--- src/hdl/tec_pkg.sv ---
`timescale 1ns / 1ps
`default_nettype none

package tec_pkg;

  typedef enum logic [1:0] {
    REG_EMISSIVITY   = 2'd0,
    REG_REFLECTED    = 2'd1,
    REG_FRAME_WIDTH  = 2'd2,
    REG_FRAME_HEIGHT = 2'd3
  } reg_index_t;

  localparam int KELVIN_OFS = 27315;
  localparam int K_TOP      = 1027315;
  localparam int ONE_Q16    = 65536;

  localparam int MUL_A_W  = 64;
  localparam int MUL_DIG  = 8;
  localparam int MUL_NDIG = 5;
  localparam int MUL_B_W  = MUL_DIG * MUL_NDIG;
  localparam int MUL_P_W  = MUL_A_W + MUL_B_W;

  localparam int SQRT_W   = 90;
  localparam int ROOT_W   = SQRT_W / 2;

  localparam int DIV_N_W  = 33;
  localparam int DIV_D_W  = 17;

  localparam int CFG_W    = 19;

  localparam logic signed [20:0] MIN_INIT = 21'sd1048575;
  localparam logic signed [20:0] MAX_INIT = -21'sd1048576;

endpackage

`default_nettype wire

--- src/hdl/tec_mul.sv ---
`timescale 1ns / 1ps
`default_nettype none

module tec_mul
  import tec_pkg::*;
(
  input  wire logic               clk,
  input  wire logic               rst_n,
  input  wire logic               start,
  input  wire logic [MUL_A_W-1:0] a,
  input  wire logic [MUL_B_W-1:0] b,
  output logic                    done,
  output logic [MUL_P_W-1:0]      prod
);

  logic                          busy_r, done_r;
  logic [$clog2(MUL_NDIG)-1:0]   cnt_r;
  logic [MUL_A_W-1:0]            a_r;
  logic [MUL_B_W-1:0]            b_r;
  logic [MUL_P_W-1:0]            acc_r;
  logic [MUL_A_W+MUL_DIG-1:0]    part;

  assign part = a_r * b_r[MUL_B_W-1 -: MUL_DIG];

  always_ff @(posedge clk) begin
    if (!rst_n) begin
      busy_r <= 1'b0;
      done_r <= 1'b0;
      cnt_r  <= '0;
    end else begin
      done_r <= 1'b0;
      if (!busy_r) begin
        if (start) begin
          busy_r <= 1'b1;
          cnt_r  <= '0;
        end
      end else begin
        cnt_r <= cnt_r + 1'b1;
        if (cnt_r == ($clog2(MUL_NDIG))'(MUL_NDIG - 1)) begin
          busy_r <= 1'b0;
          done_r <= 1'b1;
        end
      end
    end
  end

  always_ff @(posedge clk) begin
    if (!busy_r && start) begin
      a_r   <= a;
      b_r   <= b;
      acc_r <= '0;
    end else if (busy_r) begin
      acc_r <= (acc_r << MUL_DIG) + MUL_P_W'(part);
      b_r   <= b_r << MUL_DIG;
    end
  end

  assign done = done_r;
  assign prod = acc_r;

endmodule

`default_nettype wire

--- src/hdl/tec_sqrt.sv ---
`timescale 1ns / 1ps
`default_nettype none

module tec_sqrt
  import tec_pkg::*;
(
  input  wire logic              clk,
  input  wire logic              rst_n,
  input  wire logic              start,
  input  wire logic [SQRT_W-1:0] x,
  output logic                   done,
  output logic [ROOT_W-1:0]      root
);

  localparam int REM_W = ROOT_W + 3;

  logic                        busy_r, done_r;
  logic [$clog2(ROOT_W)-1:0]   cnt_r;
  logic [SQRT_W-1:0]           x_r;
  logic [REM_W-1:0]            rem_r;
  logic [ROOT_W-1:0]           root_r;
  logic [REM_W+1:0]            rem_sh, trial;

  assign rem_sh = {rem_r, x_r[SQRT_W-1 -: 2]};
  assign trial  = (REM_W+2)'({root_r, 2'b01});

  always_ff @(posedge clk) begin
    if (!rst_n) begin
      busy_r <= 1'b0;
      done_r <= 1'b0;
      cnt_r  <= '0;
    end else begin
      done_r <= 1'b0;
      if (!busy_r) begin
        if (start) begin
          busy_r <= 1'b1;
          cnt_r  <= '0;
        end
      end else begin
        cnt_r <= cnt_r + 1'b1;
        if (cnt_r == ($clog2(ROOT_W))'(ROOT_W - 1)) begin
          busy_r <= 1'b0;
          done_r <= 1'b1;
        end
      end
    end
  end

  always_ff @(posedge clk) begin
    if (!busy_r && start) begin
      x_r    <= x;
      rem_r  <= '0;
      root_r <= '0;
    end else if (busy_r) begin
      x_r <= x_r << 2;
      if (rem_sh >= trial) begin
        rem_r  <= REM_W'(rem_sh - trial);
        root_r <= {root_r[ROOT_W-2:0], 1'b1};
      end else begin
        rem_r  <= REM_W'(rem_sh);
        root_r <= {root_r[ROOT_W-2:0], 1'b0};
      end
    end
  end

  assign done = done_r;
  assign root = root_r;

endmodule

`default_nettype wire

--- src/hdl/tec_div.sv ---
`timescale 1ns / 1ps
`default_nettype none

module tec_div
  import tec_pkg::*;
(
  input  wire logic               clk,
  input  wire logic               rst_n,
  input  wire logic               start,
  input  wire logic [DIV_N_W-1:0] num,
  input  wire logic [DIV_D_W-1:0] den,
  output logic                    done,
  output logic [DIV_N_W-1:0]      quo
);

  logic                        busy_r, done_r;
  logic [$clog2(DIV_N_W)-1:0]  cnt_r;
  logic [DIV_N_W-1:0]          n_r, q_r;
  logic [DIV_D_W-1:0]          d_r, rem_r;
  logic [DIV_D_W:0]            rem_sh;

  assign rem_sh = {rem_r, n_r[DIV_N_W-1]};

  always_ff @(posedge clk) begin
    if (!rst_n) begin
      busy_r <= 1'b0;
      done_r <= 1'b0;
      cnt_r  <= '0;
    end else begin
      done_r <= 1'b0;
      if (!busy_r) begin
        if (start) begin
          busy_r <= 1'b1;
          cnt_r  <= '0;
        end
      end else begin
        cnt_r <= cnt_r + 1'b1;
        if (cnt_r == ($clog2(DIV_N_W))'(DIV_N_W - 1)) begin
          busy_r <= 1'b0;
          done_r <= 1'b1;
        end
      end
    end
  end

  always_ff @(posedge clk) begin
    if (!busy_r && start) begin
      n_r   <= num;
      d_r   <= den;
      rem_r <= '0;
      q_r   <= '0;
    end else if (busy_r) begin
      n_r <= n_r << 1;
      if (rem_sh >= {1'b0, d_r}) begin
        rem_r <= DIV_D_W'(rem_sh - {1'b0, d_r});
        q_r   <= {q_r[DIV_N_W-2:0], 1'b1};
      end else begin
        rem_r <= DIV_D_W'(rem_sh);
        q_r   <= {q_r[DIV_N_W-2:0], 1'b0};
      end
    end
  end

  assign done = done_r;
  assign quo  = q_r;

endmodule

`default_nettype wire

--- src/hdl/thermal_emissivity_correction_unit.sv ---
`timescale 1ns / 1ps
`default_nettype none
// pass-through and invalid pixels skip the arithmetic and go straight to the output state
// throughput: one pixel at a time; the two 45-step square roots dominate, with three
//   5-digit multiplies on the shared multiplier
// after an emissivity or reflected temperature write, the 33-step divider and three multiplies
//   rebuild the derived constants before the next pixel
// reset: control, counters and statistics cleared, inverse emissivity set to unity, reflected contribution cleared

module thermal_emissivity_correction_unit
  import tec_pkg::*;
#(
  parameter int MAX_SIDE = 1024
) (
  input  wire logic              clk,
  input  wire logic              rst_n,
  input  wire logic              in_valid,
  output logic                   in_stall,
  input  wire logic signed [18:0] in_apparent_temp,
  output logic                   out_valid,
  input  wire logic              out_stall,
  output logic signed [20:0]     out_corrected_temp,
  output logic                   out_pixel_invalid,
  output logic                   out_frame_done,
  output logic                   out_frame_error,
  output logic signed [20:0]     out_min_temp,
  output logic [9:0]             out_min_x,
  output logic [9:0]             out_min_y,
  output logic signed [20:0]     out_max_temp,
  output logic [9:0]             out_max_x,
  output logic [9:0]             out_max_y,
  output logic signed [20:0]     out_center_temp,
  input  wire logic              cfg_valid,
  output logic                   cfg_ready,
  input  wire logic [1:0]        cfg_index,
  input  wire logic [CFG_W-1:0]  cfg_data
);

  localparam int CW = $clog2(MAX_SIDE);
  localparam int SW = CW + 1;

  typedef enum logic [10:0] {
    ST_IDLE = 11'b00000000001,
    ST_DIV  = 11'b00000000010,
    ST_RSQ  = 11'b00000000100,
    ST_RP4  = 11'b00000001000,
    ST_RCON = 11'b00000010000,
    ST_PSQ  = 11'b00000100000,
    ST_PP4  = 11'b00001000000,
    ST_PINV = 11'b00010000000,
    ST_RT1  = 11'b00100000000,
    ST_RT2  = 11'b01000000000,
    ST_FIN  = 11'b10000000000
  } state_t;

  state_t state_r, state_nxt;
  logic   issued_r, issued_nxt;

  logic [16:0]        emis_r;
  logic signed [18:0] refl_r;
  logic [10:0]        fw_r, fh_r;
  logic [32:0]        inv_r;
  logic [56:0]        contrib_r, diff_r;
  logic [18:0]        k_r;
  logic signed [20:0] corr_r;
  logic               inv_pix_r;

  logic [CW-1:0]      col_r, row_r;
  logic signed [20:0] min_r, max_r, center_r;
  logic [9:0]         min_x_r, min_y_r, max_x_r, max_y_r;
  logic               err_r;

  logic               out_valid_r;
  logic signed [20:0] o_corr_r, o_min_r, o_max_r, o_center_r;
  logic               o_inv_r, o_done_r, o_err_r;
  logic [9:0]         o_min_x_r, o_min_y_r, o_max_x_r, o_max_y_r;

  logic [16:0]          eff_emis;
  logic signed [19:0]   kr_s, kp_s;
  logic [18:0]          kr_u;
  logic                 in_acc, cfg_acc, fin_go, in_bad;

  logic                 mul_start, mul_done;
  logic [MUL_A_W-1:0]   mul_a;
  logic [MUL_B_W-1:0]   mul_b;
  logic [MUL_P_W-1:0]   mul_prod;
  logic                 sq_start, sq_done;
  logic [SQRT_W-1:0]    sq_x;
  logic [ROOT_W-1:0]    sq_root;
  logic                 div_start, div_done;
  logic [DIV_N_W-1:0]   div_quo;

  logic [56:0]          p_val;
  logic [ROOT_W-1:0]    k_sat;
  logic [SW-1:0]        w_eff, h_eff, col_e, row_e;
  logic                 last_col, last_row, center_hit, new_min, new_max;
  logic                 err_n;
  logic signed [20:0]   min_n, max_n, center_n;
  logic [9:0]           min_x_n, min_y_n, max_x_n, max_y_n;

  assign eff_emis = (emis_r == 17'd0) ? 17'd1 :
                    (emis_r > 17'(ONE_Q16)) ? 17'(ONE_Q16) : emis_r;
  assign kr_s = 20'(refl_r) + 20'sd27315;
  assign kr_u = kr_s[19] ? 19'd0 : kr_s[18:0];
  assign kp_s = 20'(in_apparent_temp) + 20'sd27315;
  assign in_bad = int'(in_apparent_temp) < -KELVIN_OFS;

  assign cfg_ready = (state_r == ST_IDLE);
  assign in_stall  = (state_r != ST_IDLE) || cfg_valid;
  assign cfg_acc   = cfg_valid && cfg_ready;
  assign in_acc    = in_valid && !in_stall;
  assign fin_go    = (state_r == ST_FIN) && (!out_valid_r || !out_stall);

  assign p_val = mul_prod[72:16];
  assign k_sat = (sq_root > ROOT_W'(K_TOP)) ? ROOT_W'(K_TOP) : sq_root;

  assign mul_start = !issued_r && ((state_r == ST_RSQ) || (state_r == ST_RP4) ||
                     (state_r == ST_RCON) || (state_r == ST_PSQ) ||
                     (state_r == ST_PP4) || (state_r == ST_PINV));
  assign sq_start  = !issued_r && ((state_r == ST_RT1) || (state_r == ST_RT2));
  assign div_start = !issued_r && (state_r == ST_DIV);

  always_comb begin
    mul_a = '0;
    mul_b = '0;
    sq_x  = '0;
    unique case (state_r)
      ST_RSQ: begin
        mul_a = MUL_A_W'(kr_u);
        mul_b = MUL_B_W'(kr_u);
      end
      ST_PSQ: begin
        mul_a = MUL_A_W'(k_r);
        mul_b = MUL_B_W'(k_r);
      end
      ST_RP4, ST_PP4: begin
        mul_a = MUL_A_W'(mul_prod[37:0]);
        mul_b = MUL_B_W'(mul_prod[37:0]);
      end
      ST_RCON: begin
        mul_a = MUL_A_W'(p_val);
        mul_b = MUL_B_W'(17'(ONE_Q16) - eff_emis);
      end
      ST_PINV: begin
        mul_a = MUL_A_W'(diff_r);
        mul_b = MUL_B_W'(inv_r);
      end
      ST_RT1: sq_x = SQRT_W'(mul_prod[88:0]);
      ST_RT2: sq_x = SQRT_W'(sq_root);
      default: ;
    endcase
  end

  tec_mul u_mul (
    .clk   (clk),
    .rst_n (rst_n),
    .start (mul_start),
    .a     (mul_a),
    .b     (mul_b),
    .done  (mul_done),
    .prod  (mul_prod)
  );

  tec_sqrt u_sqrt (
    .clk   (clk),
    .rst_n (rst_n),
    .start (sq_start),
    .x     (sq_x),
    .done  (sq_done),
    .root  (sq_root)
  );

  tec_div u_div (
    .clk   (clk),
    .rst_n (rst_n),
    .start (div_start),
    .num   (DIV_N_W'(33'h1_0000_0000) + DIV_N_W'(eff_emis >> 1)),
    .den   (eff_emis),
    .done  (div_done),
    .quo   (div_quo)
  );

  always_comb begin
    state_nxt  = state_r;
    issued_nxt = issued_r;
    if (mul_start || sq_start || div_start) begin
      issued_nxt = 1'b1;
    end
    unique case (state_r)
      ST_IDLE: begin
        if (cfg_acc) begin
          if ((cfg_index == REG_EMISSIVITY) || (cfg_index == REG_REFLECTED)) begin
            state_nxt = ST_DIV;
          end
        end else if (in_acc) begin
          if (in_bad || (eff_emis == 17'(ONE_Q16))) begin
            state_nxt = ST_FIN;
          end else begin
            state_nxt = ST_PSQ;
          end
        end
      end
      ST_DIV: if (div_done) begin
        state_nxt  = ST_RSQ;
        issued_nxt = 1'b0;
      end
      ST_RSQ: if (mul_done) begin
        state_nxt  = ST_RP4;
        issued_nxt = 1'b0;
      end
      ST_RP4: if (mul_done) begin
        state_nxt  = ST_RCON;
        issued_nxt = 1'b0;
      end
      ST_RCON: if (mul_done) begin
        state_nxt  = ST_IDLE;
        issued_nxt = 1'b0;
      end
      ST_PSQ: if (mul_done) begin
        state_nxt  = ST_PP4;
        issued_nxt = 1'b0;
      end
      ST_PP4: if (mul_done) begin
        state_nxt  = ST_PINV;
        issued_nxt = 1'b0;
      end
      ST_PINV: if (mul_done) begin
        state_nxt  = ST_RT1;
        issued_nxt = 1'b0;
      end
      ST_RT1: if (sq_done) begin
        state_nxt  = ST_RT2;
        issued_nxt = 1'b0;
      end
      ST_RT2: if (sq_done) begin
        state_nxt  = ST_FIN;
        issued_nxt = 1'b0;
      end
      ST_FIN: if (fin_go) begin
        state_nxt = ST_IDLE;
      end
      default: begin
        state_nxt  = ST_IDLE;
        issued_nxt = 1'b0;
      end
    endcase
  end

  // frame bookkeeping
  always_comb begin
    w_eff = (fw_r == 11'd0) ? SW'(1) : ((32'(fw_r) > MAX_SIDE) ? SW'(MAX_SIDE) : SW'(fw_r));
    h_eff = (fh_r == 11'd0) ? SW'(1) : ((32'(fh_r) > MAX_SIDE) ? SW'(MAX_SIDE) : SW'(fh_r));
    col_e = {1'b0, col_r};
    row_e = {1'b0, row_r};
    last_col   = (col_e + SW'(1)) >= w_eff;
    last_row   = (row_e + SW'(1)) >= h_eff;
    center_hit = (col_e == (w_eff >> 1)) && (row_e == (h_eff >> 1));
    new_min    = !inv_pix_r && (corr_r < min_r);
    new_max    = !inv_pix_r && (corr_r > max_r);
    err_n      = err_r || inv_pix_r;
    min_n      = new_min ? corr_r : min_r;
    max_n      = new_max ? corr_r : max_r;
    min_x_n    = new_min ? 10'(col_r) : min_x_r;
    min_y_n    = new_min ? 10'(row_r) : min_y_r;
    max_x_n    = new_max ? 10'(col_r) : max_x_r;
    max_y_n    = new_max ? 10'(row_r) : max_y_r;
    center_n   = center_hit ? corr_r : center_r;
  end

  always_ff @(posedge clk) begin
    if (!rst_n) begin
      state_r     <= ST_IDLE;
      issued_r    <= 1'b0;
      emis_r      <= 17'(ONE_Q16);
      refl_r      <= 19'sd2000;
      fw_r        <= 11'd160;
      fh_r        <= 11'd120;
      inv_r       <= 33'(ONE_Q16);
      contrib_r   <= '0;
      col_r       <= '0;
      row_r       <= '0;
      min_r       <= MIN_INIT;
      max_r       <= MAX_INIT;
      min_x_r     <= '0;
      min_y_r     <= '0;
      max_x_r     <= '0;
      max_y_r     <= '0;
      center_r    <= '0;
      err_r       <= 1'b0;
      out_valid_r <= 1'b0;
    end else begin
      state_r  <= state_nxt;
      issued_r <= issued_nxt;
      if (cfg_acc) begin
        unique case (cfg_index)
          REG_EMISSIVITY:   emis_r <= cfg_data[16:0];
          REG_REFLECTED:    refl_r <= cfg_data;
          REG_FRAME_WIDTH:  fw_r   <= cfg_data[10:0];
          REG_FRAME_HEIGHT: fh_r   <= cfg_data[10:0];
          default: ;
        endcase
      end
      if ((state_r == ST_DIV) && div_done) begin
        inv_r <= div_quo;
      end
      if ((state_r == ST_RCON) && mul_done) begin
        contrib_r <= p_val;
      end
      if (out_valid_r && !out_stall) begin
        out_valid_r <= 1'b0;
      end
      if (fin_go) begin
        out_valid_r <= 1'b1;
        if (last_col && last_row) begin
          col_r    <= '0;
          row_r    <= '0;
          min_r    <= MIN_INIT;
          max_r    <= MAX_INIT;
          min_x_r  <= '0;
          min_y_r  <= '0;
          max_x_r  <= '0;
          max_y_r  <= '0;
          center_r <= '0;
          err_r    <= 1'b0;
        end else begin
          if (last_col) begin
            col_r <= '0;
            row_r <= row_r + 1'b1;
          end else begin
            col_r <= col_r + 1'b1;
          end
          min_r    <= min_n;
          max_r    <= max_n;
          min_x_r  <= min_x_n;
          min_y_r  <= min_y_n;
          max_x_r  <= max_x_n;
          max_y_r  <= max_y_n;
          center_r <= center_n;
          err_r    <= err_n;
        end
      end
    end
  end

  always_ff @(posedge clk) begin
    if (in_acc) begin
      inv_pix_r <= in_bad;
      k_r       <= kp_s[18:0];
      corr_r    <= in_bad ? 21'sd0 : 21'(in_apparent_temp);
    end
    if ((state_r == ST_PP4) && mul_done) begin
      diff_r <= (p_val > contrib_r) ? (p_val - contrib_r) : 57'd0;
    end
    if ((state_r == ST_RT2) && sq_done) begin
      corr_r <= 21'(24'(k_sat) - 24'(KELVIN_OFS));
    end
    if (fin_go) begin
      o_corr_r <= corr_r;
      o_inv_r  <= inv_pix_r;
      o_done_r <= last_col && last_row;
      if (last_col && last_row) begin
        o_err_r    <= err_n;
        o_min_r    <= min_n;
        o_min_x_r  <= min_x_n;
        o_min_y_r  <= min_y_n;
        o_max_r    <= max_n;
        o_max_x_r  <= max_x_n;
        o_max_y_r  <= max_y_n;
        o_center_r <= center_n;
      end else begin
        o_err_r    <= 1'b0;
        o_min_r    <= '0;
        o_min_x_r  <= '0;
        o_min_y_r  <= '0;
        o_max_r    <= '0;
        o_max_x_r  <= '0;
        o_max_y_r  <= '0;
        o_center_r <= '0;
      end
    end
  end

  assign out_valid          = out_valid_r;
  assign out_corrected_temp = o_corr_r;
  assign out_pixel_invalid  = o_inv_r;
  assign out_frame_done     = o_done_r;
  assign out_frame_error    = o_err_r;
  assign out_min_temp       = o_min_r;
  assign out_min_x          = o_min_x_r;
  assign out_min_y          = o_min_y_r;
  assign out_max_temp       = o_max_r;
  assign out_max_x          = o_max_x_r;
  assign out_max_y          = o_max_y_r;
  assign out_center_temp    = o_center_r;

  a_accept_leaves_idle: assert property (@(posedge clk) disable iff (!rst_n)
    in_acc |=> (state_r != ST_IDLE))
    else $error("pixel accepted but sequencer stayed idle");

  a_state_onehot: assert property (@(posedge clk) disable iff (!rst_n)
    $onehot(state_r))
    else $error("sequencer state not one-hot");

  a_invalid_zero: assert property (@(posedge clk) disable iff (!rst_n)
    (out_valid_r && o_inv_r) |-> (o_corr_r == 21'sd0))
    else $error("invalid pixel with nonzero result");

  a_stats_only_last: assert property (@(posedge clk) disable iff (!rst_n)
    (out_valid_r && !o_done_r) |-> (!o_err_r && (o_center_r == 21'sd0)))
    else $error("frame statistics shown on a non-final word");

endmodule

`default_nettype wire
--- config.mk ---
export PLATFORM = sky130hd
export DESIGN_NAME = thermal_emissivity_correction_unit
export DESIGN_NICKNAME = d
export VERILOG_FILES = /design/src/hdl/tec_pkg.sv /design/src/hdl/tec_mul.sv /design/src/hdl/tec_sqrt.sv /design/src/hdl/tec_div.sv /design/src/hdl/thermal_emissivity_correction_unit.sv
export SDC_FILE = /design/constraint.sdc
export NUM_CORES = 2
export LEC_CHECK = 0
export BUFFER_PORTS_ARGS = -buffer_cell sky130_fd_sc_hd__buf_2
export CORE_ASPECT_RATIO = 1.1
export CORE_UTILIZATION = 25
export CTS_CLUSTER_DIAMETER = 60
export CTS_CLUSTER_SIZE = 28
export DETAILED_ROUTE_END_ITERATION = 8
export HOLD_SLACK_MARGIN = 0.08
export PLACE_DENSITY = 0.5
export SLEW_MARGIN = 40
export SYNTH_ARGS = -nofsm -noshare
export SYNTH_HDL_FRONTEND = slang
export SYNTH_SLANG_ARGS = --single-unit
--- constraint.sdc ---
create_clock -name clk -period 11.15 [get_ports clk]
set_clock_uncertainty 0.2 [all_clocks]
set_input_delay 0.5575 -clock clk [delete_from_list [all_inputs] [get_ports clk]]
set_output_delay 0.5575 -clock clk [all_outputs]
set_load 0.02 [all_outputs]
* Word level (Yosys, flattened, before mapping)
Cells that the tools add are included.
Storage, ports and cells: flip-flop bits (word level) 1007, logic and storage cells 263, bits of input ports 45
Cells by class: $mul 1, multiplexer cells 83, equal/unequal tests 33, order comparisons 12, add/subtract/negate cells 16, reduce and logical (&&, ||, !) cells 65
Operators with widths (count):
- one-hot mux 57 bit (5 select lines) | 1
- two-way mux 21 bit | 10
- one-hot mux 40 bit (5 select lines) | 1
- two-way mux 11 bit | 18
- two-way mux 90 bit | 2
- one-hot mux 89 bit (2 select lines) | 1
- one-hot mux 11 bit (11 select lines) | 1
- two-way mux 10 bit | 12
- adder 89 x 72 -> 89 bit | 1
- two-way mux 40 bit | 2
- multiplier 64 x 8 -> 72 bit | 1
- two-way mux 33 bit | 2
- greater-than comparator 57 bit | 1
- subtractor 57 bit | 1
- two-way mux 17 bit | 3
- greater-or-equal comparator 50 x 47 -> 1 bit | 1
- two-way mux 48 bit | 1
- subtractor 48 x 47 -> 48 bit | 1
- greater-than comparator 45 x 20 -> 1 bit (second input constant) | 1
- adder 33 x 16 -> 33 bit (first input constant) | 1
- two-way mux 6 bit | 4
- adder 10 x 1 -> 11 bit (second input constant) | 2
- greater-or-equal comparator 11 bit | 2
- greater-than comparator 11 bit (second input constant) | 2
- 50 further kinds | 138

* Logic depth before layout (Yosys ltp)
word-level depth 12, depth in mapped cells 25, gate-level depth less buffers 21

* Modules after synthesis
Synthesis repeated with hierarchy kept, for this count alone.
Unflattened totals: cells, all modules 7719, area total of the unflattened synthesis 69808.2 um2
By module, submodules not included:
- thermal_emissivity_correction_unit | cells each 3171, times used 1, area an instance 28108.2 um2
- tec_mul | cells each 2766, times used 1, area an instance 26182.6 um2
- tec_sqrt | cells each 1226, times used 1, area an instance 10438.8 um2
- tec_div | cells each 556, times used 1, area an instance 5078.6 um2

* Least setup slack after synthesis
Ideal clock, no wire load.
path kind register -> register, start register state_r[0], end register col_r[2], slack 4.988 ns, arrival time 5.830 ns, clock period less this slack 6.162 ns, cell stages (with the launch flop) 11, data required time 10.818 ns, buffers on the path 2, cell sequence dfxtp_1 nor4_1 and2_2 nand4b_1 nand2b_1 clkbuf_1 inv_1 clkbuf_1 o21ai_0 nand2_1 a21oi_1
Between the ends: longest elaborated chain between the ends 2
RTL lines:
- start: declaration | RTL line thermal_emissivity_correction_unit.sv:56 | state_t state_r, state_nxt;
- start signal: assignment | RTL line thermal_emissivity_correction_unit.sv:292 | state_r <= state_nxt;
- equality test 11 bit | RTL line thermal_emissivity_correction_unit.sv:112 | assign fin_go = (state_r == ST_FIN) && (!out_valid_r || !out_stall);
- logical AND 1 bit | RTL line thermal_emissivity_correction_unit.sv:112
- via fin_go | RTL line thermal_emissivity_correction_unit.sv:81 | logic in_acc, cfg_acc, fin_go, in_bad;
- end signal: assignment | RTL line thermal_emissivity_correction_unit.sv:330 | col_r <= col_r + 1'b1;
- end: declaration | RTL line thermal_emissivity_correction_unit.sv:68 | logic [CW-1:0] col_r, row_r;
The timed path passes the listed nets, and every way through them passes these cells. A chain may end at the register's enable or synchronous reset.

* Worst setup path in the final report
start register u_mul.b_r[36], end register u_mul.acc_r[77], in the netlist u_mul.prod[77]
Between the ends: longest elaborated chain between the ends 2
RTL lines:
- start: declaration | RTL line tec_mul.sv:19 | logic [MUL_B_W-1:0] b_r;
- start signal: assignment | RTL line tec_mul.sv:54 | b_r <= b_r << MUL_DIG;
- multiplier 64 x 8 -> 72 bit | RTL line tec_mul.sv:23 | assign part = a_r * b_r[MUL_B_W-1 -: MUL_DIG];
- adder 89 x 72 -> 89 bit | RTL line tec_mul.sv:53 | acc_r <= (acc_r << MUL_DIG) + MUL_P_W'(part);
- end signal: assignment | RTL line tec_mul.sv:53
- end: declaration | RTL line tec_mul.sv:20 | logic [MUL_P_W-1:0] acc_r;
Every way passes these cells.

==> flow_summary.yaml <==
setup_path:
  crit_path_end_kind: "flop"
  cp.required_ns: 11.56
  critPathMaxStageDelay_ns: 0.65
  startpoint: "u_mul.b_r[36]"
  crit_fanout: 57
  crit_buf_inv: 4
  cp_data_arrival_time_ns: 7.79
  rr_startpoint: "u_mul.b_r[36]"
  path_delay_family: "compound AO/OA/AOI/OAI gates"
  cpMostUsedCell: "fa_1"
  worstPathCellList: "buf_4 -> nand2_1 -> fa_1 -> fa_1 -> inv_1 -> fa_1 -> inv_1 -> fa_1 -> inv_1 -> ha_1 -> o21ai_0 -> o21ai_1 -> a41oi_1 -> a21oi_1 -> and4_1 -> o21ai_0 -> a31oi_1 -> a41o_1 -> nand4_1 -> xor2_1 -> o21ai_0"
  crit_type: "reg -> reg"
  worst_setup_path_start_kind: "flop"
  crit_slowest_cell: "a41oi_1"
sta:
  hold_viol_final: 0
  rsz0062_at_grt: "false"
  clock.fmax_mhz: 136
  setup_viol: 0
  report.final.slew_viol_count: 0
  finalCritPeriodShare_pct: 66.2
  finalSetupTns_ns: 0
  max_slew_margin_pct: 34.2
  worstMarginPinSlew_ns: 0.977
  period_needed_ns: 7.38
routing:
  drt_wl_total_um: 208000
  route.detailed.drc: 3
  first_pass_iters: 9
  drt-initial-drc-count: 3749
  wl_per_cell_um: 19.4
  via_per_inst: 4.82
  vias: 51500
  ant_nets: 0
die:
  die_h_um: 537
  fp.dieArea_um2: 262000
  die_w_um: 488
  start_util_pct: 25.1
  ios: 175
  fp-row-count: 196
  coreArea_um2: 259000
synth:
  synthTopCellsByArea: "edfxtp_1 21%, dfxtp_1 17%, fa_1 12%"
  netlist.area_leader.share_pct: 21.3
  syn_nets: 7808
  synth_cell_types: 100
  synth_seq_cells: 1000
  netlist_area_um2: 65000
  synth.largest_area_cell: "edfxtp_1"
  seq_area_frac_synth_pct: 37.9
  synthFlopType: "dfxtp_1"
  syn_inst: 7084
  synthArstFlopShare_pct: 0
  synth_edf_count: 462
  yosys_warnings: 0
  synth_area_per_cell_um2: 9.18
global_route:
  grt_start_max_net_pins: 85
  grt_pass1_vias: 51100
  overflow: 0
  track_usage_pct: 15.7
  grt_pass1_wl_um: 319000
  grt_antenna_before_repair: 11
power:
  p_per_area_nw_per_um2: 279
  peakVddDrop_uv: 301
  p_leak_nw: 29.5
worst_hold_path:
  min-delay-start: "in_valid"
  hold_class: "in -> reg"
placement:
  dpl.hpwl_um: 153000
  place_area_um2: 69700
  port_buffers: 174
  dp_cells: 10400
  gp_congestion: 0.870
cts:
  cts-resized-gates: 0
  cts_tree: "yes"
  postCtsHoldBufs: 48
  clkTransAtPathRegs_ns: 0.07
  numCtsBuffers: 102
  cts_sinks: 1000
  cts_setup_buffers: 0
  clk_latency_ns: 0.80
  cts_buffer_depth: 3
  clockRootBuffer: "clkbuf_16"
  htreeDepth: 3
run_status:
  status: "finished, violations left"
  violations: "design-rule violations"
final_layout:
  final_common_cell: "nand2_1"
  final.fill_count: 27600
  syn_to_final_growth_pct: 13.8
  fin_cells: 10700
  final_cell_mix: "960 x nand2_1, 727 x inv_1, 536 x dfxtp_1"
  drive_gt1_share_pct: 7.94
  finalNetCount: 7848
  final_cell_area_um2: 74000
flow_run:
  max_cap_viol_count: 0
-- state kept, by name, indices dropped and copies added (netlist names), 33 cells and up --
name and count:
inv_r 33, u_mul.prod 89, u_mul.b_r 40, u_div.n_r 33, u_mul.a_r 57, u_sqrt.rem_r 48, contrib_r 57, u_div.quo 33
u_sqrt.x_r 90, diff_r 57, u_sqrt.root 45
-- path summary, 6_finish.rpt --
kind	to	slack [ns]	cells past startpoint
worst min-delay path	state_r[0]	0.13	4
worst min register to register	u_mul.prod[86]	0.25	2
worst max register to register	u_mul.prod[77]	3.77	21
worst max-delay path	u_mul.prod[77]	3.77	21
-- metal layers --
layer / routed length, µm / global-route usage [%]
met5: 83 / 0
met4: 7350 / 5.28
met3: 9280 / 1.86
met2: 98700 / 26.4
met1: 92400 / 20.7
-- report_power, final --
part           switching [W]  total [W]  internal, W
combinational        0.00765     0.0121      0.00442
clock                0.00188    0.00385      0.00196
sequential          0.000422    0.00475      0.00433
total                0.00995     0.0207       0.0107
-- cell type report --
type                       instances  area (µm²)  share of cell area [%]
inverter                         738        2780                    3.76
timing repair buffer             339        2250                    3.04
clock inverter                    86        1140                    1.53
tap                             3465        4340                    5.86
multi-input combinational       4943       36200                    48.9
antenna                            3        7.51                  0.0101
clock buffer                     108        2640                    3.57
sequential                      1000       24600                    33.3
-- metrics by stage --
stage,worst slack (ns),power (W),util (%),hold WS (ns)
finish,3.77,0.0207,28.6,0.126
global route,3.29,0.0222,28.6,0.143
CTS,3.79,0.0207,28.6,0.0864
detailed placement,3.85,0.0168,26.9,0.240
global placement,3.70,0.0167,26.9,0.239
floorplan,4.99,0.0130,-,0.225
-- kinds of logic after synthesis --
| group | after synthesis | synth area share [%] |
|---|---|---|
| adders and majority gates | 679 | 17.5 |
| AOI/OAI and AO/OA | 1657 | 16.6 |
| buffers and inverters | 1141 | 6.71 |
| xor gates and xnor gates | 262 | 3.53 |
| muxes | 96 | 1.49 |
| DFF | 1000 | 37.9 |
| and+or+nand+nor | 2249 | 16.2 |
-- worst min-delay path: stages --
cell     delay [ns]
buf_2          0.15
o21ai_0        0.11
nand2_1        0.12
nand3_1        0.10
-- cells in the mapped netlist (all sizes together), types with 8 or more instances --
master	count
buf	53
dfxtp	538
a21boi	11
a222oi	24
a221o	21
nor2	396
and3	53
nand2b	40
fa	388
or2	17
o22ai	54
o21a	37
nand2	965
a21oi	408
xnor2	156
inv	735
o21bai	32
or3	15
a22o	148
a22oi	110
edfxtp	462
a211oi	22
mux2i	91
nand3b	22
xor2	106
o31a	8
nor3b	20
o211ai	16
a32o	19
a31oi	33
clkbuf	350
a221oi	14
nor2b	43
nor4	27
o31ai	69
o22a	19
nand3	163
nand4	57
o21ai	437
ha	291
a21o	111
and2	351
nor3	55
Power figures use the tool's default switching activity.
